[config.mk]
export PLATFORM = sky130hd
export DESIGN_NAME = firmware_image_framer_crc_top_flat
export DESIGN_NICKNAME = d
export VERILOG_FILES = /design/src/sv/fifc_pkg.sv /design/src/sv/fifc_if.sv /design/src/sv/firmware_image_framer_crc_top.sv /design/src/sv/fifc_ctrl.sv /design/src/sv/fifc_dp.sv /design/src/flat_wrapper.sv
export SDC_FILE = /design/constraint.sdc
export NUM_CORES = 1
export LEC_CHECK = 0
export BUFFER_PORTS_ARGS = -buffer_cell sky130_fd_sc_hd__buf_2
export CORE_ASPECT_RATIO = 1.2
export CORE_MARGIN = 3
export CORE_UTILIZATION = 40
export DETAILED_ROUTE_END_ITERATION = 6
export SLEW_MARGIN = 15
export SYNTH_ARGS = -nofsm -noshare
export SYNTH_HDL_FRONTEND = slang
export SYNTH_SLANG_ARGS = --single-unit
[constraint.sdc]
create_clock -name clk -period 3.5 [get_ports clk]
set_input_delay 1.05 -clock clk [delete_from_list [all_inputs] [get_ports clk]]
set_output_delay 1.05 -clock clk [all_outputs]
set_load 0.05 [all_outputs]
[src/sv/fifc_pkg.sv]
// Shared types, constants and CRC/header functions for the boot image framer.
// No dependencies; imported by the interface file and every module.
package fifc_pkg;

	localparam int HEADER_BYTES  = 44;
	localparam int HDR_IDX_W     = $clog2(HEADER_BYTES);
	localparam int HDR_CRC_BYTES = HEADER_BYTES - 4;
	localparam int LEN_W         = 29;
	localparam int WORD_W        = 32;
	localparam int CFG_IDX_W     = 2;

	localparam logic [WORD_W-1:0] IMG_MAGIC = 32'h4C44_524B;
	localparam logic [WORD_W-1:0] IMG_BASE  = 32'h6000_0000;
	localparam logic [WORD_W-1:0] IMG_PTR   = 32'h6035_A5E4;
	localparam logic [WORD_W-1:0] IMG_FLAGS = 32'hE000_0000;
	localparam logic [WORD_W-1:0] CRC_POLY  = 32'h04C1_0DB7;

	localparam logic [CFG_IDX_W-1:0] CFG_MODEL  = 2'd0;
	localparam logic [CFG_IDX_W-1:0] CFG_LENGTH = 2'd1;

	localparam logic [3:0] W_MAGIC = 4'd0;
	localparam logic [3:0] W_SIZE  = 4'd1;
	localparam logic [3:0] W_BASE  = 4'd2;
	localparam logic [3:0] W_LOAD  = 4'd3;
	localparam logic [3:0] W_END   = 4'd4;
	localparam logic [3:0] W_PTR   = 4'd5;
	localparam logic [3:0] W_MODEL = 4'd6;
	localparam logic [3:0] W_ZERO  = 4'd7;
	localparam logic [3:0] W_ENTRY = 4'd8;
	localparam logic [3:0] W_FLAGS = 4'd9;

	typedef enum logic [2:0] {
		ST_IDLE,
		ST_HDR,
		ST_HBYTE,
		ST_BYTE,
		ST_TRL
	} state_t;

	typedef struct packed {
		logic load;
		logic hdr_start;
		logic emit_hdr;
		logic emit_byte;
		logic byte_last;
		logic set_pend;
		logic emit_trl;
	} cmd_t;

	typedef struct packed {
		logic in_frame;
		logic pend;
		logic hdr_last;
		logic trl_last;
		logic len_hit;
		logic out_free;
	} status_t;

	function automatic logic [WORD_W-1:0] crc_update(input logic [WORD_W-1:0] crc,
			input logic [7:0] b);
		logic [WORD_W-1:0] c;
		c = crc ^ {b, 24'h0};
		for (int i = 0; i < 8; i++) begin
			if (c[WORD_W-1]) begin
				c = (c << 1) ^ CRC_POLY;
			end else begin
				c = c << 1;
			end
		end
		return c;
	endfunction

	function automatic logic [WORD_W-1:0] hdr_word(input logic [3:0] sel,
			input logic [WORD_W-1:0] model, input logic [LEN_W-1:0] len);
		logic [WORD_W-1:0] w;
		case (sel)
			W_MAGIC: w = IMG_MAGIC;
			W_SIZE:  w = WORD_W'(HEADER_BYTES);
			W_BASE:  w = IMG_BASE;
			W_LOAD:  w = IMG_BASE;
			W_END:   w = IMG_BASE + {{(WORD_W-LEN_W){1'b0}}, len};
			W_PTR:   w = IMG_PTR;
			W_MODEL: w = model;
			W_ZERO:  w = '0;
			W_ENTRY: w = IMG_BASE;
			W_FLAGS: w = IMG_FLAGS;
			default: w = '0;
		endcase
		return w;
	endfunction

endpackage

[src/sv/fifc_if.sv]
// Valid/ready channel interfaces: payload input, framed image output, config writes.
// Depends on fifc_pkg for field widths.
interface fifc_in_if;
	import fifc_pkg::*;
	logic       valid;
	logic       ready;
	logic [7:0] in_byte;
	modport source (output valid, output in_byte, input ready);
	modport sink (input valid, input in_byte, output ready);
endinterface

interface fifc_out_if;
	import fifc_pkg::*;
	logic       valid;
	logic       ready;
	logic [7:0] out_byte;
	logic       run_last;
	logic       frame_end;
	modport source (output valid, output out_byte, output run_last, output frame_end,
		input ready);
	modport sink (input valid, input out_byte, input run_last, input frame_end,
		output ready);
endinterface

interface fifc_cfg_if;
	import fifc_pkg::*;
	logic                 valid;
	logic                 ready;
	logic [CFG_IDX_W-1:0] index;
	logic [WORD_W-1:0]    data;
	modport source (output valid, output index, output data, input ready);
	modport sink (input valid, input index, input data, output ready);
endinterface

[src/sv/firmware_image_framer_crc_top.sv]
// Boot image framer top level: joins controller and datapath to the channels.
// Depends on fifc_pkg, fifc_if, fifc_ctrl and fifc_dp.
//
// One payload byte is taken per transaction and at most one framed byte leaves
// per cycle. A byte inside a frame is accepted, then emitted; the first byte of
// a frame is preceded by the 44 header bytes, and the byte that completes the
// length is followed by the 4 trailer bytes. The controller handles one
// transaction at a time through a single output register, taking no new byte
// until the last is emitted. For one-byte frames the trailer goes out on the
// following input transaction, whose byte is dropped. model_number and
// payload_length are written at config indexes 0 and 1, which the user must do
// only while idle; the block does not enforce it. The header reads them live.
module firmware_image_framer_crc_top (
	input  logic       clk,
	input  logic       arst_n,
	fifc_in_if.sink    payload,
	fifc_out_if.source image,
	fifc_cfg_if.sink   cfg
);
	import fifc_pkg::*;

	cmd_t    cmd;
	status_t st;
	logic    in_ready;

	assign payload.ready = in_ready;

	fifc_ctrl u_ctrl (
		.clk      (clk),
		.arst_n   (arst_n),
		.in_valid (payload.valid),
		.in_ready (in_ready),
		.st       (st),
		.cmd      (cmd)
	);

	fifc_dp u_dp (
		.clk     (clk),
		.arst_n  (arst_n),
		.in_byte (payload.in_byte),
		.cmd     (cmd),
		.st      (st),
		.image   (image),
		.cfg     (cfg)
	);

endmodule

[src/sv/fifc_ctrl.sv]
// Framer controller: sequences header, payload byte and trailer emission.
// Depends on fifc_pkg for state, command and status types.
module fifc_ctrl (
	input  logic              clk,
	input  logic              arst_n,
	input  logic              in_valid,
	output logic              in_ready,
	input  fifc_pkg::status_t st,
	output fifc_pkg::cmd_t    cmd
);
	import fifc_pkg::*;

	state_t state_q;
	state_t state_d;

	always_ff @(posedge clk or negedge arst_n) begin
		if (!arst_n) begin
			state_q <= ST_IDLE;
		end else begin
			state_q <= state_d;
		end
	end

	always_comb begin
		state_d = state_q;
		unique case (state_q)
			ST_IDLE: begin
				if (in_valid) begin
					if (st.pend) begin
						state_d = ST_TRL;
					end else if (!st.in_frame) begin
						state_d = ST_HDR;
					end else begin
						state_d = ST_BYTE;
					end
				end
			end
			ST_HDR: begin
				if (st.out_free && st.hdr_last) begin
					state_d = ST_HBYTE;
				end
			end
			ST_HBYTE: begin
				if (st.out_free) begin
					state_d = ST_IDLE;
				end
			end
			ST_BYTE: begin
				if (st.out_free) begin
					state_d = st.len_hit ? ST_TRL : ST_IDLE;
				end
			end
			ST_TRL: begin
				if (st.out_free && st.trl_last) begin
					state_d = ST_IDLE;
				end
			end
			default: state_d = ST_IDLE;
		endcase
	end

	always_comb begin
		cmd      = '0;
		in_ready = 1'b0;
		unique case (state_q)
			ST_IDLE: begin
				in_ready      = 1'b1;
				cmd.load      = in_valid;
				cmd.hdr_start = in_valid && !st.pend && !st.in_frame;
			end
			ST_HDR: begin
				cmd.emit_hdr = st.out_free;
			end
			ST_HBYTE: begin
				cmd.emit_byte = st.out_free;
				cmd.byte_last = 1'b1;
				cmd.set_pend  = st.out_free && st.len_hit;
			end
			ST_BYTE: begin
				cmd.emit_byte = st.out_free;
				cmd.byte_last = !st.len_hit;
			end
			ST_TRL: begin
				cmd.emit_trl = st.out_free;
			end
			default: begin
				cmd = '0;
			end
		endcase
	end

	a_one_emit: assert property (@(posedge clk) disable iff (!arst_n)
		$onehot0({cmd.emit_hdr, cmd.emit_byte, cmd.emit_trl}))
		else $error("more than one emit command at once");

	a_emit_free: assert property (@(posedge clk) disable iff (!arst_n)
		(cmd.emit_hdr || cmd.emit_byte || cmd.emit_trl) |-> st.out_free)
		else $error("emit while output register is occupied");

endmodule

[src/sv/fifc_dp.sv]
// Framer datapath: config registers, header/payload CRC, counters, output register.
// Depends on fifc_pkg and the channel interfaces in fifc_if.
module fifc_dp (
	input  logic             clk,
	input  logic             arst_n,
	input  logic [7:0]       in_byte,
	input  fifc_pkg::cmd_t   cmd,
	output fifc_pkg::status_t st,
	fifc_out_if.source       image,
	fifc_cfg_if.sink         cfg
);
	import fifc_pkg::*;

	logic [WORD_W-1:0]    model_q;
	logic [LEN_W-1:0]     len_q;
	logic [7:0]           byte_q;
	logic [HDR_IDX_W-1:0] hdr_idx_q;
	logic [1:0]           trl_idx_q;
	logic [WORD_W-1:0]    hcrc_q;
	logic [WORD_W-1:0]    crc_q;
	logic [LEN_W-1:0]     cnt_q;
	logic                 in_frame_q;
	logic                 pend_q;
	logic                 out_valid_q;
	logic [7:0]           out_byte_q;
	logic                 run_last_q;
	logic                 frame_end_q;

	logic [WORD_W-1:0] hword;
	logic [7:0]        hbyte;
	logic [7:0]        tbyte;
	logic [LEN_W-1:0]  cnt_inc;
	logic              hdr_in_crc;
	logic              emit_any;

	assign cfg.ready  = 1'b1;
	assign hdr_in_crc = hdr_idx_q < HDR_IDX_W'(HDR_CRC_BYTES);
	assign hword      = hdr_in_crc ? hdr_word(hdr_idx_q[HDR_IDX_W-1:2], model_q, len_q)
	                               : hcrc_q;
	assign hbyte      = 8'(hword >> {hdr_idx_q[1:0], 3'b000});
	assign tbyte      = 8'(crc_q >> {trl_idx_q, 3'b000});
	assign cnt_inc    = cnt_q + LEN_W'(1);
	assign emit_any   = cmd.emit_hdr || cmd.emit_byte || cmd.emit_trl;

	assign st.in_frame = in_frame_q;
	assign st.pend     = pend_q;
	assign st.hdr_last = hdr_idx_q == HDR_IDX_W'(HEADER_BYTES - 1);
	assign st.trl_last = trl_idx_q == 2'd3;
	assign st.len_hit  = cnt_inc == len_q;
	assign st.out_free = !out_valid_q || image.ready;

	assign image.valid     = out_valid_q;
	assign image.out_byte  = out_byte_q;
	assign image.run_last  = run_last_q;
	assign image.frame_end = frame_end_q;

	always_ff @(posedge clk or negedge arst_n) begin
		if (!arst_n) begin
			model_q <= '0;
			len_q   <= LEN_W'(1);
		end else if (cfg.valid) begin
			unique case (cfg.index)
				CFG_MODEL:  model_q <= cfg.data;
				CFG_LENGTH: len_q   <= cfg.data[LEN_W-1:0];
				default: ;
			endcase
		end
	end

	always_ff @(posedge clk or negedge arst_n) begin
		if (!arst_n) begin
			hdr_idx_q   <= '0;
			trl_idx_q   <= '0;
			hcrc_q      <= '0;
			crc_q       <= '0;
			cnt_q       <= '0;
			in_frame_q  <= 1'b0;
			pend_q      <= 1'b0;
			out_valid_q <= 1'b0;
		end else begin
			if (cmd.hdr_start) begin
				hdr_idx_q  <= '0;
				hcrc_q     <= '0;
				crc_q      <= '0;
				cnt_q      <= '0;
				in_frame_q <= 1'b1;
			end
			if (cmd.emit_hdr) begin
				hdr_idx_q <= hdr_idx_q + HDR_IDX_W'(1);
				if (hdr_in_crc) begin
					hcrc_q <= crc_update(hcrc_q, hbyte);
				end
			end
			if (cmd.emit_byte) begin
				crc_q <= crc_update(crc_q, byte_q);
				cnt_q <= cnt_inc;
			end
			if (cmd.set_pend) begin
				pend_q <= 1'b1;
			end
			if (cmd.emit_trl) begin
				trl_idx_q <= trl_idx_q + 2'd1;
				if (st.trl_last) begin
					in_frame_q <= 1'b0;
					pend_q     <= 1'b0;
				end
			end
			if (emit_any) begin
				out_valid_q <= 1'b1;
			end else if (image.ready) begin
				out_valid_q <= 1'b0;
			end
		end
	end

	always_ff @(posedge clk) begin
		if (cmd.load) begin
			byte_q <= in_byte;
		end
		if (cmd.emit_hdr) begin
			out_byte_q  <= hbyte;
			run_last_q  <= 1'b0;
			frame_end_q <= 1'b0;
		end else if (cmd.emit_byte) begin
			out_byte_q  <= byte_q;
			run_last_q  <= cmd.byte_last;
			frame_end_q <= 1'b0;
		end else if (cmd.emit_trl) begin
			out_byte_q  <= tbyte;
			run_last_q  <= st.trl_last;
			frame_end_q <= st.trl_last;
		end
	end

	a_pend_frame: assert property (@(posedge clk) disable iff (!arst_n)
		pend_q |-> in_frame_q)
		else $error("trailer pending outside a frame");

	a_trl_frame: assert property (@(posedge clk) disable iff (!arst_n)
		cmd.emit_trl |-> in_frame_q)
		else $error("trailer emitted outside a frame");

	a_end_last: assert property (@(posedge clk) disable iff (!arst_n)
		out_valid_q && frame_end_q |-> run_last_q)
		else $error("frame end without run last");

endmodule

[src/flat_wrapper.sv]
// flat-port wrapper written by rule: the top's interface ports become plain ports
module firmware_image_framer_crc_top_flat import fifc_pkg::*;
  (clk, arst_n, payload_valid, payload_in_byte, payload_ready, image_valid, image_out_byte, image_run_last, image_frame_end, image_ready, cfg_valid, cfg_index, cfg_data, cfg_ready);
  fifc_in_if payload_i ();
  fifc_out_if image_i ();
  fifc_cfg_if cfg_i ();
  input  logic clk;
  input  logic arst_n;
  input wire logic [$bits(payload_i.valid)-1:0] payload_valid;
  input wire logic [$bits(payload_i.in_byte)-1:0] payload_in_byte;
  output wire logic [$bits(payload_i.ready)-1:0] payload_ready;
  output wire logic [$bits(image_i.valid)-1:0] image_valid;
  output wire logic [$bits(image_i.out_byte)-1:0] image_out_byte;
  output wire logic [$bits(image_i.run_last)-1:0] image_run_last;
  output wire logic [$bits(image_i.frame_end)-1:0] image_frame_end;
  input wire logic [$bits(image_i.ready)-1:0] image_ready;
  input wire logic [$bits(cfg_i.valid)-1:0] cfg_valid;
  input wire logic [$bits(cfg_i.index)-1:0] cfg_index;
  input wire logic [$bits(cfg_i.data)-1:0] cfg_data;
  output wire logic [$bits(cfg_i.ready)-1:0] cfg_ready;
  assign payload_i.valid = payload_valid;
  assign payload_i.in_byte = payload_in_byte;
  assign payload_ready = payload_i.ready;
  assign image_valid = image_i.valid;
  assign image_out_byte = image_i.out_byte;
  assign image_run_last = image_i.run_last;
  assign image_frame_end = image_i.frame_end;
  assign image_i.ready = image_ready;
  assign cfg_i.valid = cfg_valid;
  assign cfg_i.index = cfg_index;
  assign cfg_i.data = cfg_data;
  assign cfg_ready = cfg_i.ready;
  firmware_image_framer_crc_top u_core (.clk(clk), .arst_n(arst_n), .payload(payload_i), .image(image_i), .cfg(cfg_i));
endmodule
; After elaboration in Yosys (flattened, before gate mapping)
; Cells that the tools add are included.
[classes]
n_addsub = 4
n_lt_le_gt_ge = 1
eq_ne = 21
shifts = 2
muxes = 76
bitwise_logic = 18
reduce_logical = 25
[ops]
columns = cell, n
row1 = 32-bit 2-to-1 mux, 27
row2 = 27-bit 2-to-1 mux, 16
row3 = 32-bit one-hot mux with 7 select lines, 1
row4 = 13-bit inverter, 16
row5 = 32-bit by 5-bit right shift with 8-bit output, 2
row6 = 32-bit bitwise XOR, 2
row7 = 29-bit 2-to-1 mux, 2
row8 = "31-bit by 29-bit adder with 32-bit output, first input constant", 1
row9 = "29-bit by 1-bit adder with 29-bit output, second input constant", 1
row10 = 29-bit equality test, 1
row11 = 8-bit 2-to-1 mux, 3
row12 = 3-bit 2-to-1 mux, 7
row13 = 3-bit one-hot mux with 5 select lines, 1
row14 = 1-bit 2-to-1 mux, 14
row15 = "4-bit by 3-bit equality test with 1-bit output, second input constant", 3
row16 = 6-bit 2-to-1 mux, 2
row17 = "2-bit != test, second input constant", 5
row18 = "4-bit by 2-bit equality test with 1-bit output, second input constant", 2
row19 = "4-bit equality test, second input constant", 2
row20 = 2-bit nonzero test, 4
row21 = "6-bit by 1-bit adder with 6-bit output, second input constant", 1
row22 = "3-bit by 2-bit equality test with 1-bit output, second input constant", 2
row23 = "6-bit equality test, second input constant", 1
row24 = "6-bit < comparator, second input constant", 1
row25 = 19 further kinds, 30
[totals]
ff_bits = 186
in_bits = 47
output_inout_bits = 13
word_cells = 162

; Depth between registers and ports, before layout
; Gate-level depths: netlist (run 1).
[depth]
depth_word = 38
mapped_depth = 11
mapped_depth_nobuf = 9

; Hierarchy
; From an unflattened synthesis (run 1), not the netlist that was laid out.
[unflattened]
hier_cells = 1033
area_unflattened_um2 = 11295.8
[by_module_without_submodules]
columns = mod, instances, cells_each, area_per_inst_um2, seq_area_each_um2
row1 = fifc_dp, 1, 1000, 11033.1, 4650.7
row2 = fifc_ctrl, 1, 33, 262.8, 75.1

; Worst setup path after synthesis (run 1)
; OpenSTA, ideal clock, no wires.
[synth_timing]
path_kind = input port to flip-flop
from = in image_ready
to = reg u_core.u_dp.run_last_q, in the netlist u_core.u_dp.image.run_last
arrival_time_ns = 2.922
required_time_ns = 3.383
slack_ns = 0.461
path_stages = 8
n_path_buf = 0
cell_sequence = nand2b_1 nand3_1 nor3_1 nand4_1 or3_1 or4_1 or3b_1 a22o_1
[synth_via]
elab_chain_cells = 3
[synth_lines]
columns = item, line
row1 = "start, declared", flat_wrapper.sv:16  ; input wire logic [$bits(image_i.ready)-1:0] image_ready;
row2 = 1-bit logical OR (*), fifc_dp.sv:50  ; assign st.out_free = !out_valid_q || image.ready;
row3 = 2-bit one-hot mux with 2 select lines / 1-bit 2-to-1 mux (equally long branches), fifc_ctrl.sv:65  ; unique case (state_q)
row4 = 1-bit 2-to-1 mux / 2-bit nonzero test (equally long branches), -
row5 = "end signal, assigned", fifc_dp.sv:126  ; run_last_q <= cmd.byte_last;
row6 = "end signal, assigned", fifc_dp.sv:130  ; run_last_q <= st.trl_last;
row7 = "end, declared", fifc_dp.sv:26  ; logic run_last_q;
; Every way passes the cells marked *; elsewhere a longest branch is shown, timed or not.
; A chain may end at the register's enable or synchronous reset.

; Worst setup path in the final report (run 1)
[layout_timing]
from = reg u_core.u_dp.cnt_q[0]
to = reg u_core.u_dp.run_last_q, in the netlist u_core.u_dp.image.run_last
[layout_via]
elab_chain_cells = 5
[layout_lines]
columns = item, line
row1 = "start, declared", fifc_dp.sv:21  ; logic [LEN_W-1:0] cnt_q;
row2 = "start signal, assigned", fifc_dp.sv:96  ; cnt_q <= cnt_inc;
row3 = 29-bit by 1-bit adder with 29-bit output, fifc_dp.sv:42  ; assign cnt_inc = cnt_q + LEN_W'(1);
row4 = 29-bit equality test, fifc_dp.sv:49  ; assign st.len_hit = cnt_inc == len_q;
row5 = 1-bit zero test, fifc_ctrl.sv:81  ; cmd.byte_last = !st.len_hit;
row6 = 2-bit one-hot mux with 2 select lines, fifc_ctrl.sv:65
row7 = 1-bit 2-to-1 mux, fifc_dp.sv:124  ; end else if (cmd.emit_byte) begin
; Every way passes these cells.

==> qor.log, run 1 <==
INFO  placed_design  place.detailed.hpwl=21.9mm
INFO  power_and_ir_drop peak_supply_drop=0.600mV
INFO  floorplan      ioPinCount=60
INFO  worst_setup_path worst_r2r_path_depth=9
INFO  worst_setup_path crit_end=u_core.u_dp.image.run_last
INFO  synthesis      synthCells=1,077
INFO  synthesis      synth_top_cells_by_area=sky130_fd_sc_hd__dfrtp_1, sky130_fd_sc_hd__xnor2_1, sky130_fd_sc_hd__mux2_2, sky130_fd_sc_hd__o21ai_0, sky130_fd_sc_hd__edfxtp_1
INFO  floorplan      core_region_area=27,300squm
INFO  synthesis      number_of_synthesized_flops_with_an_enable_pin=16
INFO  clocking       clock_insertion_delay_worst_skew=440ps
INFO  grt            grt_max_degree=104
INFO  synthesis      synth-seq-cells=186
INFO  detailed_routing remaining_drc_errors=0
INFO  worst_setup_path crit_required=3830ps
INFO  layout         multi_input_comb_area=6100squm
INFO  floorplan      dieArea=30,100squm
INFO  synthesis      cell_area_synth=11,200squm
INFO  detailed_routing vias=8,441
INFO  timing         final.min_clock_period=3320ps
INFO  timing         fmax=301MHz
INFO  clocking       numClockSinks=186
INFO  clocking       clock-root-buffer=sky130_fd_sc_hd__clkbuf_16
INFO  layout         area_used_by_sequential_logic_in_the_layout=4730squm
INFO  clocking       clock_tree_from_tritoncts=yes
INFO  synthesis      synth_top_cell_area_share=37.3%
INFO  worst_setup_path critPathKind=flip-flop to flip-flop
INFO  synthesis      syn_nets=1,127
INFO  synthesis      yosys.cell_types.count=86
INFO  timing         timing.setup.tns=0ps
INFO  timing         rsz_0062_raised_after_global_routing=no
INFO  timing         hold_worst_slack=486ps
INFO  grt            grt_antenna_before_repair=0
INFO  layout         synthToLayoutAreaGrowth=13.2%
INFO  placed_design  gpl.final_weighted_congestion=0.849
INFO  floorplan      initial_utilization=41.0%
INFO  grt            vias_in_the_first_global_route=8,371
INFO  layout         fin_util=46.4%
INFO  floorplan      die_height=189um
INFO  clocking       post_cts_resize_count=0
INFO  detailed_routing viasPerCell=5.58
INFO  clocking       clock_transition_at_the_register_clock_pins_on_the_worst_setup_and_hold_paths_after_cts=70ps
INFO  grt            first_pass_grt_wire_length=48.4mm
INFO  worst_setup_path r2r_setup_slack=180ps
INFO  detailed_routing drt_iter0_markers=649
INFO  layout         finalNetCount=1,177
INFO  worst_setup_path crit_path_max_fanout=8
INFO  grt            track_usage=20.4%
INFO  timing         worst_slew_pin_slew=987ps
INFO  grt            grt_overflow=0
INFO  timing         slew_viol_final=0
INFO  clocking       cts-buffers-inserted=17
INFO  worst_setup_path timing.critical_path.from_type=flip-flop
INFO  floorplan      rows=66
INFO  synthesis      synth.yosys.warnings=0
INFO  floorplan      die_w=159um
INFO  timing         slew_headroom=34.2%
INFO  timing         finalSetupViolations=0
INFO  synthesis      syn_avg_cell_area=10.4squm
INFO  timing         hold_viol=0
INFO  worst_setup_path startpoint=u_core.u_dp.cnt_q[0]
INFO  layout         postLayoutCellArea=12,700squm
INFO  detailed_routing drt_wl_total=30.2mm
INFO  synthesis      synth_flop_cell=sky130_fd_sc_hd__dfrtp_1
INFO  worst_setup_path worst_ep_arrival_time=3660ps
INFO  layout         inserted_diodes=0
INFO  placed_design  io_buffer_count=58
INFO  power_and_ir_drop pwr_dens=1150nW/um^2
INFO  layout         layout-drive-gt1-share=21.4%
INFO  clocking       cts_max_path_buffers=2
INFO  job            drv_cap=0
INFO  synthesis      postSynth.asyncResetShare=90.3%
INFO  clocking       clock_tree.htree_level_count=4
INFO  layout         fillers=2,593
INFO  power_and_ir_drop cellLeakagePower=0.00518uW
INFO  placed_design  dpl_cell_area=12,100squm
INFO  worst_setup_path worst_setup_path_end_kind=flip-flop
INFO  hold_path      hold_path_class=flip-flop to flip-flop
INFO  worst_setup_path critical_path.reg2reg.startpoint=u_core.u_dp.cnt_q[0]
INFO  synthesis      synth_area_leader_cell=sky130_fd_sc_hd__dfrtp_1
INFO  detailed_routing detail_route.wl_per_cell=19.9um
INFO  timing         fin_worst_skew=9.33ps
INFO  synthesis      yosysSeqAreaShare=42.2%
INFO  layout         final_cell_mix=sky130_fd_sc_hd__dfrtp_1, sky130_fd_sc_hd__o21ai_0, sky130_fd_sc_hd__xnor2_1, sky130_fd_sc_hd__nand2_1, sky130_fd_sc_hd__mux2_2
INFO  worst_setup_path critical_path.reg2reg.endpoint=u_core.u_dp.image.run_last
INFO  timing         finalCritPeriodShare=95.0%
INFO  detailed_routing antenna_violating_nets_post_route=0
INFO  layout         layout_commonest_cell=sky130_fd_sc_hd__dfrtp_1
INFO  outcome        run_status=complete, no violations
INFO  detailed_routing drtPass1Iterations=7
[flip-flops by register name, summed over array words and instances (netlist names), 3 cells and up]
signal	count
u_core.u_ctrl.state_q	3
u_core.u_dp.byte_q	8
u_core.u_dp.cnt_q	29
u_core.u_dp.crc_q	32
u_core.u_dp.hcrc_q	32
u_core.u_dp.hdr_idx_q	6
u_core.u_dp.image.out_byte	8
u_core.u_dp.len_q	29
u_core.u_dp.model_q	32
[layout make-up]
cell class	instances	share of cell area [%]
well taps	374	3.69
repair buffers	105	5.61
clock buffers	17	3.35
clock inverters	15	1.63
inverters	13	0.385
flip-flops and latches	186	37.3
multi-input cells	804	48.1
[cell usage after synthesis (5+ instances only)]
master,count
sky130_fd_sc_hd__dfrtp_1,167
sky130_fd_sc_hd__xnor3_1,13
sky130_fd_sc_hd__buf_4,10
sky130_fd_sc_hd__inv_1,13
sky130_fd_sc_hd__o21ai_1,7
sky130_fd_sc_hd__o21a_1,5
sky130_fd_sc_hd__a22oi_1,7
sky130_fd_sc_hd__mux2i_1,15
sky130_fd_sc_hd__o211ai_1,7
sky130_fd_sc_hd__xor2_1,41
sky130_fd_sc_hd__o21ai_0,106
sky130_fd_sc_hd__nand4_1,17
sky130_fd_sc_hd__edfxtp_1,16
sky130_fd_sc_hd__xnor2_1,102
sky130_fd_sc_hd__a22o_1,11
sky130_fd_sc_hd__mux2_2,72
sky130_fd_sc_hd__a221oi_1,6
sky130_fd_sc_hd__and2_1,7
sky130_fd_sc_hd__nand3_1,54
sky130_fd_sc_hd__a31oi_1,13
sky130_fd_sc_hd__clkbuf_1,48
sky130_fd_sc_hd__o31ai_1,14
sky130_fd_sc_hd__nand2_1,91
sky130_fd_sc_hd__buf_2,10
sky130_fd_sc_hd__and3_1,14
sky130_fd_sc_hd__a21oi_1,34
sky130_fd_sc_hd__nor3_1,14
sky130_fd_sc_hd__nor2_1,47
sky130_fd_sc_hd__mux4_2,9
[how the worst min path moves through the flow]
| stage | startpoint | endpoint | slack [ps] | cells past startpoint |
|---|---|---|---|---|
| 6_report | u_core.u_dp.image.run_last | u_core.u_dp.image.run_last | 490 | 1 |
| 5_1_grt | u_core.u_dp.image.run_last | u_core.u_dp.image.run_last | 520 | 1 |
| 4_1_cts | u_core.u_dp.image.run_last | u_core.u_dp.image.run_last | 500 | 1 |
| 3_5_place_dp | u_core.u_dp.image.run_last | u_core.u_dp.image.run_last | 480 | 1 |
| 3_3_place_gp | u_core.u_dp.model_q[0] | u_core.u_dp.model_q[0] | 480 | 1 |
| 2_1_floorplan | u_core.u_dp.cnt_q[28] | u_core.u_dp.cnt_q[28] | 470 | 1 |
[where the power goes]
part | internal [uW] | leakage (uW) | total [uW] | switching [uW]
Combinational | 4560 | 0.00260 | 8750 | 4200
Sequential | 2900 | 0.00227 | 3700 | 799
Clock | 1210 | 0.000303 | 2120 | 910
Total | 8660 | 0.00518 | 14600 | 5910
[timing repair]
item | 4_1_cts | 5_1_grt
setup endpoints to repair | 0 | 1
hold buffers | 0 | 0
buffers inserted | 0 | 0
[critical path, stage by stage (launching register included)]
cell and delay, ps:
sky130_fd_sc_hd__dfrtp_1 470, sky130_fd_sc_hd__ha_1 370, sky130_fd_sc_hd__xor3_1 460, sky130_fd_sc_hd__or4_1 410
sky130_fd_sc_hd__o31ai_1 80, sky130_fd_sc_hd__a22oi_1 110, sky130_fd_sc_hd__a2111oi_0 440, sky130_fd_sc_hd__o211ai_1 210
sky130_fd_sc_hd__or3b_1 450, sky130_fd_sc_hd__a22o_1 210
[stage by stage]
| step | total power [uW] | setup slack, ps | std cells |
|---|---|---|---|
| floorplan | 10500 | 461 | 1077 |
| global placement | 12500 | 237 | 1482 |
| detailed placement | 12500 | 142 | 1482 |
| CTS | 14700 | 144 | 1514 |
| global route | 15600 | 0.887 | 1514 |
| finish | 14600 | 175 | 1514 |
[kinds of logic after synthesis]
| logic type | share of synthesized area [%] |
|---|---|
| AOI/OAI and AO/OA | 14.0 |
| xor gates and xnor gates | 16.2 |
| adders and majority gates | 0.335 |
| buffers and inverters | 3.63 |
| DFF | 42.2 |
| muxes | 10.4 |
| other | 0.0335 |
| and+or+nand+nor | 13.2 |
[metal layers]
metal	vias up	share of wire [%]	global-route usage (%)
li1	3982	-	-
met1	4226	44	27.0
met2	193	49	34.5
met3	40	3.5	2.43
met4	0	2.9	7.58
met5	-	0	0
No activity file was read; power rests on OpenSTA's default activity.
==> inputs of run 2 (changes only) <==
--- a/config.mk
+++ b/config.mk
@@ -6,9 +6,9 @@
 export NUM_CORES = 1
 export LEC_CHECK = 0
 export BUFFER_PORTS_ARGS = -buffer_cell sky130_fd_sc_hd__buf_2
-export CORE_ASPECT_RATIO = 1.2
+export CAP_MARGIN = 20
 export CORE_MARGIN = 3
-export CORE_UTILIZATION = 40
+export CORE_UTILIZATION = 30
 export DETAILED_ROUTE_END_ITERATION = 6
 export SLEW_MARGIN = 15
 export SYNTH_ARGS = -nofsm -noshare
==> run 2 against run 1 <==
Setup slack better by 150 ps. Non-clock buffer count up 4. Flip-flop and latch count stayed put. Worst hold slack about the same. Clock skew increased by 6.4 ps. Register-to-register slack better by 150 ps. Critical path depth stayed put. Sequential power about the same. Final area rose by 0.56%. First-iteration DRC count grew 4.6%.
==> qor.log, run 2 (synthesized netlist as in run 1, its figures left out) <==
INFO  outcome        run_status=complete, no violations
INFO  job            drv_cap=0
INFO  grt            grt_antenna_before_repair=3
INFO  detailed_routing drt_iter0_markers=679
INFO  floorplan      initial_utilization=30.5%
INFO  hold_path      hold_path_class=flip-flop to flip-flop
INFO  placed_design  gpl.final_weighted_congestion=0.893
INFO  detailed_routing drtPass1Iterations=5
INFO  clocking       post_cts_resize_count=0
INFO  clocking       cts_post_setup_buffers_inserted=0
INFO  timing         slew_viol_final=0
INFO  grt            grt_max_degree=104
INFO  timing         finalCritPeriodShare=90.8%
INFO  layout         final_cell_mix=sky130_fd_sc_hd__dfrtp_1, sky130_fd_sc_hd__o21ai_0, sky130_fd_sc_hd__xnor2_1, sky130_fd_sc_hd__nand2_1, sky130_fd_sc_hd__mux2_2
INFO  clocking       clock_insertion_delay_worst_skew=440ps
INFO  layout         synthToLayoutAreaGrowth=13.9%
INFO  grt            vias_in_the_first_global_route=8,181
INFO  clocking       numClockSinks=186
INFO  detailed_routing remaining_drc_errors=0
INFO  timing         rsz_0062_raised_after_global_routing=no
INFO  power_and_ir_drop pwr-share-clk=13.4%
INFO  power_and_ir_drop net-switching-power=6160uW
INFO  floorplan      die_w=199um
INFO  power_and_ir_drop power.share.switching=41.9%
INFO  detailed_routing drt_wl_total=31.5mm
INFO  clocking       clock_tree.htree_level_count=4
INFO  clocking       cts-buffers-inserted=17
INFO  worst_setup_path timing.critical_path.from_type=flip-flop
INFO  power_and_ir_drop seq_power_share=25.1%
INFO  worst_setup_path r2r_setup_slack=320ps
INFO  grt            first_pass_grt_wire_length=49.3mm
INFO  power_and_ir_drop pwr_dens=1150nW/um^2
INFO  clocking       clock-root-buffer=sky130_fd_sc_hd__clkbuf_16
INFO  floorplan      dieArea=39,700squm
INFO  timing         fmax=315MHz
INFO  floorplan      rows=70
INFO  worst_setup_path worst_ep_arrival_time=3520ps
INFO  layout         layout_commonest_cell=sky130_fd_sc_hd__dfrtp_1
INFO  floorplan      core_region_area=36,700squm
INFO  layout         fillers=3,670
INFO  timing         finalSetupViolations=0
INFO  timing         fin_worst_skew=15.7ps
INFO  detailed_routing vias=8,605
INFO  clocking       cts_max_path_buffers=2
INFO  layout         inserted_diodes=0
INFO  power_and_ir_drop peak_supply_drop=0.557mV
INFO  worst_setup_path worst_setup_path_end_kind=flip-flop
INFO  floorplan      die_height=199um
INFO  clocking       postCtsHoldBufs=0
INFO  worst_setup_path crit_required=3850ps
INFO  power_and_ir_drop pwr-share-comb=61.5%
INFO  placed_design  place.detailed.hpwl=22.9mm
INFO  layout         finalNetCount=1,181
INFO  clocking       clock_transition_at_the_register_clock_pins_on_the_worst_setup_and_hold_paths_after_cts=80ps
INFO  detailed_routing antenna_violating_nets_post_route=0
INFO  timing         hold_viol=0
INFO  layout         layout-drive-gt1-share=21.8%
INFO  placed_design  io_buffer_count=58
INFO  power_and_ir_drop cellLeakagePower=0.00517uW
INFO  layout         largest_registers=u_core.u_dp.crc_q: 32 flops, u_core.u_dp.hcrc_q: 32 flops, u_core.u_dp.model_q: 32 flops
INFO  timing         final.min_clock_period=3180ps
INFO  grt            grt_overflow=0
INFO  detailed_routing viasPerCell=5.34
INFO  timing         slew_headroom=34.3%
INFO  grt            track_usage=16.1%
INFO  detailed_routing detail_route.wl_per_cell=19.6um
INFO  power_and_ir_drop internal_power=8530uW
INFO  timing         worst_slew_pin_slew=986ps
INFO  worst_setup_path critPathKind=flip-flop to flip-flop
INFO  worst_setup_path crit_path_max_fanout=8
INFO  timing         hold_worst_slack=486ps
INFO  power_and_ir_drop p_total=14,700uW
INFO  clocking       clock_tree_from_tritoncts=yes
INFO  timing         timing.setup.tns=0ps
INFO  floorplan      ioPinCount=60
[run 2: cell type report]
class	count	area, sq um	area share (%)
multi-input combinational	804	6090	47.8
sequential	186	4730	37.1
timing repair buffer	109	717	5.62
tap	468	586	4.59
clock buffer	17	425	3.34
clock inverter	15	158	1.24
inverter	13	48.8	0.383
[run 2: final timing paths]
| check | startpoint | to | cells past startpoint |
|---|---|---|---|
| min reg2reg | u_core.u_dp.image.run_last | u_core.u_dp.image.run_last | 1 |
| min | u_core.u_dp.image.run_last | u_core.u_dp.image.run_last | 1 |
| max reg2reg | u_core.u_dp.cnt_q[0] | u_core.u_dp.image.run_last | 9 |
| min in group asynchronous | arst_n | u_core.u_dp.hcrc_q[20] | 1 |
| max | u_core.u_dp.cnt_q[0] | u_core.u_dp.image.run_last | 9 |
| max in group asynchronous | arst_n | u_core.u_dp.cnt_q[16] | 2 |
[run 2: through the flow]
step | instances | setup slack (ps) | area [sq um] | utilization [%]
after detailed placement | 1580 | 226 | 12200 | 33.2
final | 1612 | 324 | 12800 | 34.8
after global routing | 1612 | 37.4 | 12800 | 34.8
after global placement | 1580 | 251 | 12200 | 33.2
after floorplan | 1077 | 461 | 11200 | -
after CTS | 1612 | 333 | 12800 | 34.8
[run 2: power by group through the flow]
| stage | Clock (uW) | Combinational, uW | Sequential, uW |
|---|---|---|---|
| after floorplan | 0 | 6940 | 3540 |
| after global placement | 0 | 8920 | 3710 |
| after detailed placement | 0 | 9010 | 3710 |
| after CTS | 2020 | 9070 | 3690 |
| after global routing | 2120 | 9840 | 3760 |
| final | 1970 | 9030 | 3690 |
[run 2: routing by layer]
layer / GRT usage [%] / vias up / wire [um]
li1: - / 3995 / -
met1: 24.0 / 4306 / 15100
met2: 24.1 / 269 / 14100
met3: 3.00 / 31 / 1900
met4: 4.09 / 4 / 491
met5: 0 / - / 19
[run 2: worst max-delay path: stages (launching register included)]
cell and delay, ps:
sky130_fd_sc_hd__dfrtp_1 450, sky130_fd_sc_hd__ha_1 330, sky130_fd_sc_hd__xor3_1 440, sky130_fd_sc_hd__or4_1 400, sky130_fd_sc_hd__o31ai_1 80, sky130_fd_sc_hd__a22oi_1 100
sky130_fd_sc_hd__a2111oi_0 410, sky130_fd_sc_hd__o211ai_1 190, sky130_fd_sc_hd__or3b_1 460, sky130_fd_sc_hd__a22o_1 210
==> inputs of run 3 (changes only) <==
--- a/config.mk
+++ b/config.mk
@@ -10,6 +10,7 @@
 export CORE_MARGIN = 3
 export CORE_UTILIZATION = 30
 export DETAILED_ROUTE_END_ITERATION = 6
+export GPL_TIMING_DRIVEN = 0
 export SLEW_MARGIN = 15
 export SYNTH_ARGS = -nofsm -noshare
 export SYNTH_HDL_FRONTEND = slang
==> run 3 against run 2 <==
Clock power up 6%. Final cell count up 1.9%. Maximum frequency down 7.9%. Flip-flop and latch count unchanged. Register-to-register slack worse by 220 ps. Via count up 3.7%. Final area up 0.89%. Sequential power down 4%. Clock skew down 1.8 ps. Non-clock buffer count up 31. Count of clock-buffer cells in the layout up 3. Sequential share of layout area down 0.32 points. Critical path type is now primary input to flip-flop. Highest routed layer is now met4.
==> qor.log, run 3 (synthesized netlist as in run 1, its figures left out) <==
INFO  power_and_ir_drop pwr_dens=1160nW/um^2
INFO  clocking       clock_transition_at_the_register_clock_pins_on_the_worst_setup_and_hold_paths_after_cts=70ps
INFO  layout         finalNetCount=1,212
INFO  timing         rsz_0062_raised_after_global_routing=no
INFO  layout         layout-drive-gt1-share=20.2%
INFO  placed_design  io_buffer_count=58
INFO  layout         largest_registers=u_core.u_dp.crc_q: 32 flops, u_core.u_dp.hcrc_q: 32 flops, u_core.u_dp.model_q: 32 flops
INFO  grt            grt_antenna_before_repair=0
INFO  worst_setup_path crit_required=3850ps
INFO  timing         finalSetupViolations=0
INFO  detailed_routing viasPerCell=5.43
INFO  detailed_routing vias=8,927
INFO  detailed_routing antenna_violating_nets_post_route=0
INFO  worst_setup_path critPathKind=primary input to flip-flop
INFO  hold_path      hold_start=u_core.u_dp.model_q[20]
INFO  timing         hold_worst_slack=509ps
INFO  floorplan      die_height=199um
INFO  timing         slew_viol_final=0
INFO  clocking       clock_tree_from_tritoncts=yes
INFO  power_and_ir_drop pwr-share-clk=13.9%
INFO  clocking       clock_insertion_delay_worst_skew=450ps
INFO  power_and_ir_drop peak_supply_drop=0.608mV
INFO  timing         fin_worst_skew=13.9ps
INFO  placed_design  place.detailed.hpwl=25.0mm
INFO  grt            grt_overflow=0
INFO  timing         worst_slew_pin_slew=843ps
INFO  clocking       cts-buffers-inserted=17
INFO  timing         finalCritPeriodShare=98.6%
INFO  worst_setup_path worst_setup_path_end_kind=flip-flop
INFO  floorplan      die_w=199um
INFO  placed_design  dpl_cell_area=12,100squm
INFO  hold_path      hold_path_class=flip-flop to flip-flop
INFO  grt            first_pass_grt_wire_length=51.8mm
INFO  floorplan      dieArea=39,700squm
INFO  floorplan      ioPinCount=60
INFO  detailed_routing drtPass1Iterations=5
INFO  layout         final_cell_mix=sky130_fd_sc_hd__dfrtp_1, sky130_fd_sc_hd__o21ai_0, sky130_fd_sc_hd__xnor2_1, sky130_fd_sc_hd__nand2_1, sky130_fd_sc_hd__mux2_2
INFO  detailed_routing remaining_drc_errors=0
INFO  power_and_ir_drop p_total=15,000uW
INFO  worst_setup_path startpoint=image_ready
INFO  floorplan      initial_utilization=30.5%
INFO  power_and_ir_drop internal_power=8680uW
INFO  power_and_ir_drop cellLeakagePower=0.00518uW
INFO  clocking       clock-root-buffer=sky130_fd_sc_hd__clkbuf_16
INFO  detailed_routing detail_route.wl_per_cell=20.6um
INFO  layout         fin_util=35.1%
INFO  detailed_routing drt_iter0_markers=745
INFO  floorplan      rows=70
INFO  job            drv_cap=0
INFO  grt            track_usage=17.1%
INFO  power_and_ir_drop pwr-share-comb=62.3%
INFO  worst_setup_path crit_path_max_fanout=8
INFO  clocking       cts_max_path_buffers=2
INFO  clocking       numClockSinks=186
INFO  layout         synthToLayoutAreaGrowth=14.9%
INFO  floorplan      core_region_area=36,700squm
INFO  layout         layout_commonest_cell=sky130_fd_sc_hd__dfrtp_1
INFO  detailed_routing drt_wl_total=33.8mm
INFO  layout         inserted_diodes=0
INFO  timing         fmax=290MHz
INFO  timing         slew_headroom=43.8%
INFO  grt            grt_max_degree=87
INFO  worst_setup_path worst_ep_arrival_time=3800ps
INFO  power_and_ir_drop seq_power_share=23.8%
INFO  placed_design  gpl.final_weighted_congestion=0.914
INFO  outcome        run_status=complete, no violations
INFO  clocking       postCtsHoldBufs=0
INFO  power_and_ir_drop power.share.switching=42.1%
INFO  timing         hold_viol=0
INFO  worst_setup_path critical_path.reg2reg.startpoint=u_core.u_dp.hdr_idx_q[0]
INFO  grt            vias_in_the_first_global_route=8,517
INFO  timing         final.min_clock_period=3450ps
INFO  layout         postLayoutCellArea=12,900squm
INFO  clocking       clock_tree.htree_level_count=4
INFO  worst_setup_path timing.critical_path.from_type=primary input
INFO  power_and_ir_drop net-switching-power=6310uW
==> run 3: per-stage QoR <==
step	setup TNS (ps)	std cells	setup slack, ps
final	0	1643	49.5
after global routing	0	1643	0.455
after CTS	0	1639	19.1
after detailed placement	-2750	1604	-429
after global placement	-232620	1603	-1390
after floorplan	0	1077	461
==> run 3: repair_timing <==
item                       4_1_cts  5_1_grt
setup endpoints to repair       11       12
setup buffers                    3        5
resized for setup                6        9
pin swaps                        1        0
==> run 3: layer usage <==
metal	GRT usage (%)	vias to the layer above	routed length, um
li1	-	4062	-
met1	25.8	4510	16200
met2	25.2	316	14700
met3	3.66	39	2360
met4	3.80	0	536
met5	0	-	0
==> run 3: power groups by stage <==
stage               Sequential (uW)  Combinational [uW]  Clock, uW
detailed placement             3580                8870          0
global placement               3560                8760          0
global route                   3630               10100       2220
finish                         3560                9340       2090
CTS                            3550                9080       2130
floorplan                      3540                6940          0
==> run 3: layout make-up <==
class | instances | area, sq um
Buffer | 73 | 354
Clock buffer | 20 | 457
Clock inverter | 12 | 160
Fill cell | 3656 | 23800
Inverter | 13 | 48.8
Multi-Input combinational cell | 804 | 6150
Sequential cell | 186 | 4730
Tap cell | 468 | 586
Timing Repair Buffer | 67 | 388
==> run 3: final timing paths <==
path	to	slack (ps)	depth (start not counted)
setup / recovery	u_core.u_dp.image.run_last	50	9
hold reg to reg	u_core.u_dp.model_q[20]	510	1
min in group asynchronous	u_core.u_dp.hcrc_q[5]	590	1
max in group asynchronous	u_core.u_dp.crc_q[5]	2030	2
hold / removal	u_core.u_dp.model_q[20]	510	1
setup reg to reg	u_core.u_dp.hcrc_q[6]	100	10
==> run 3: critical path: stages <==
cell	delay [ps]
sky130_fd_sc_hd__buf_2	80
sky130_fd_sc_hd__nand2b_1	290
sky130_fd_sc_hd__nand3_1	350
sky130_fd_sc_hd__nor3_1	300
sky130_fd_sc_hd__nand4_1	140
sky130_fd_sc_hd__or3_1	310
sky130_fd_sc_hd__or4_1	560
sky130_fd_sc_hd__or3b_1	480
sky130_fd_sc_hd__a22o_1	230
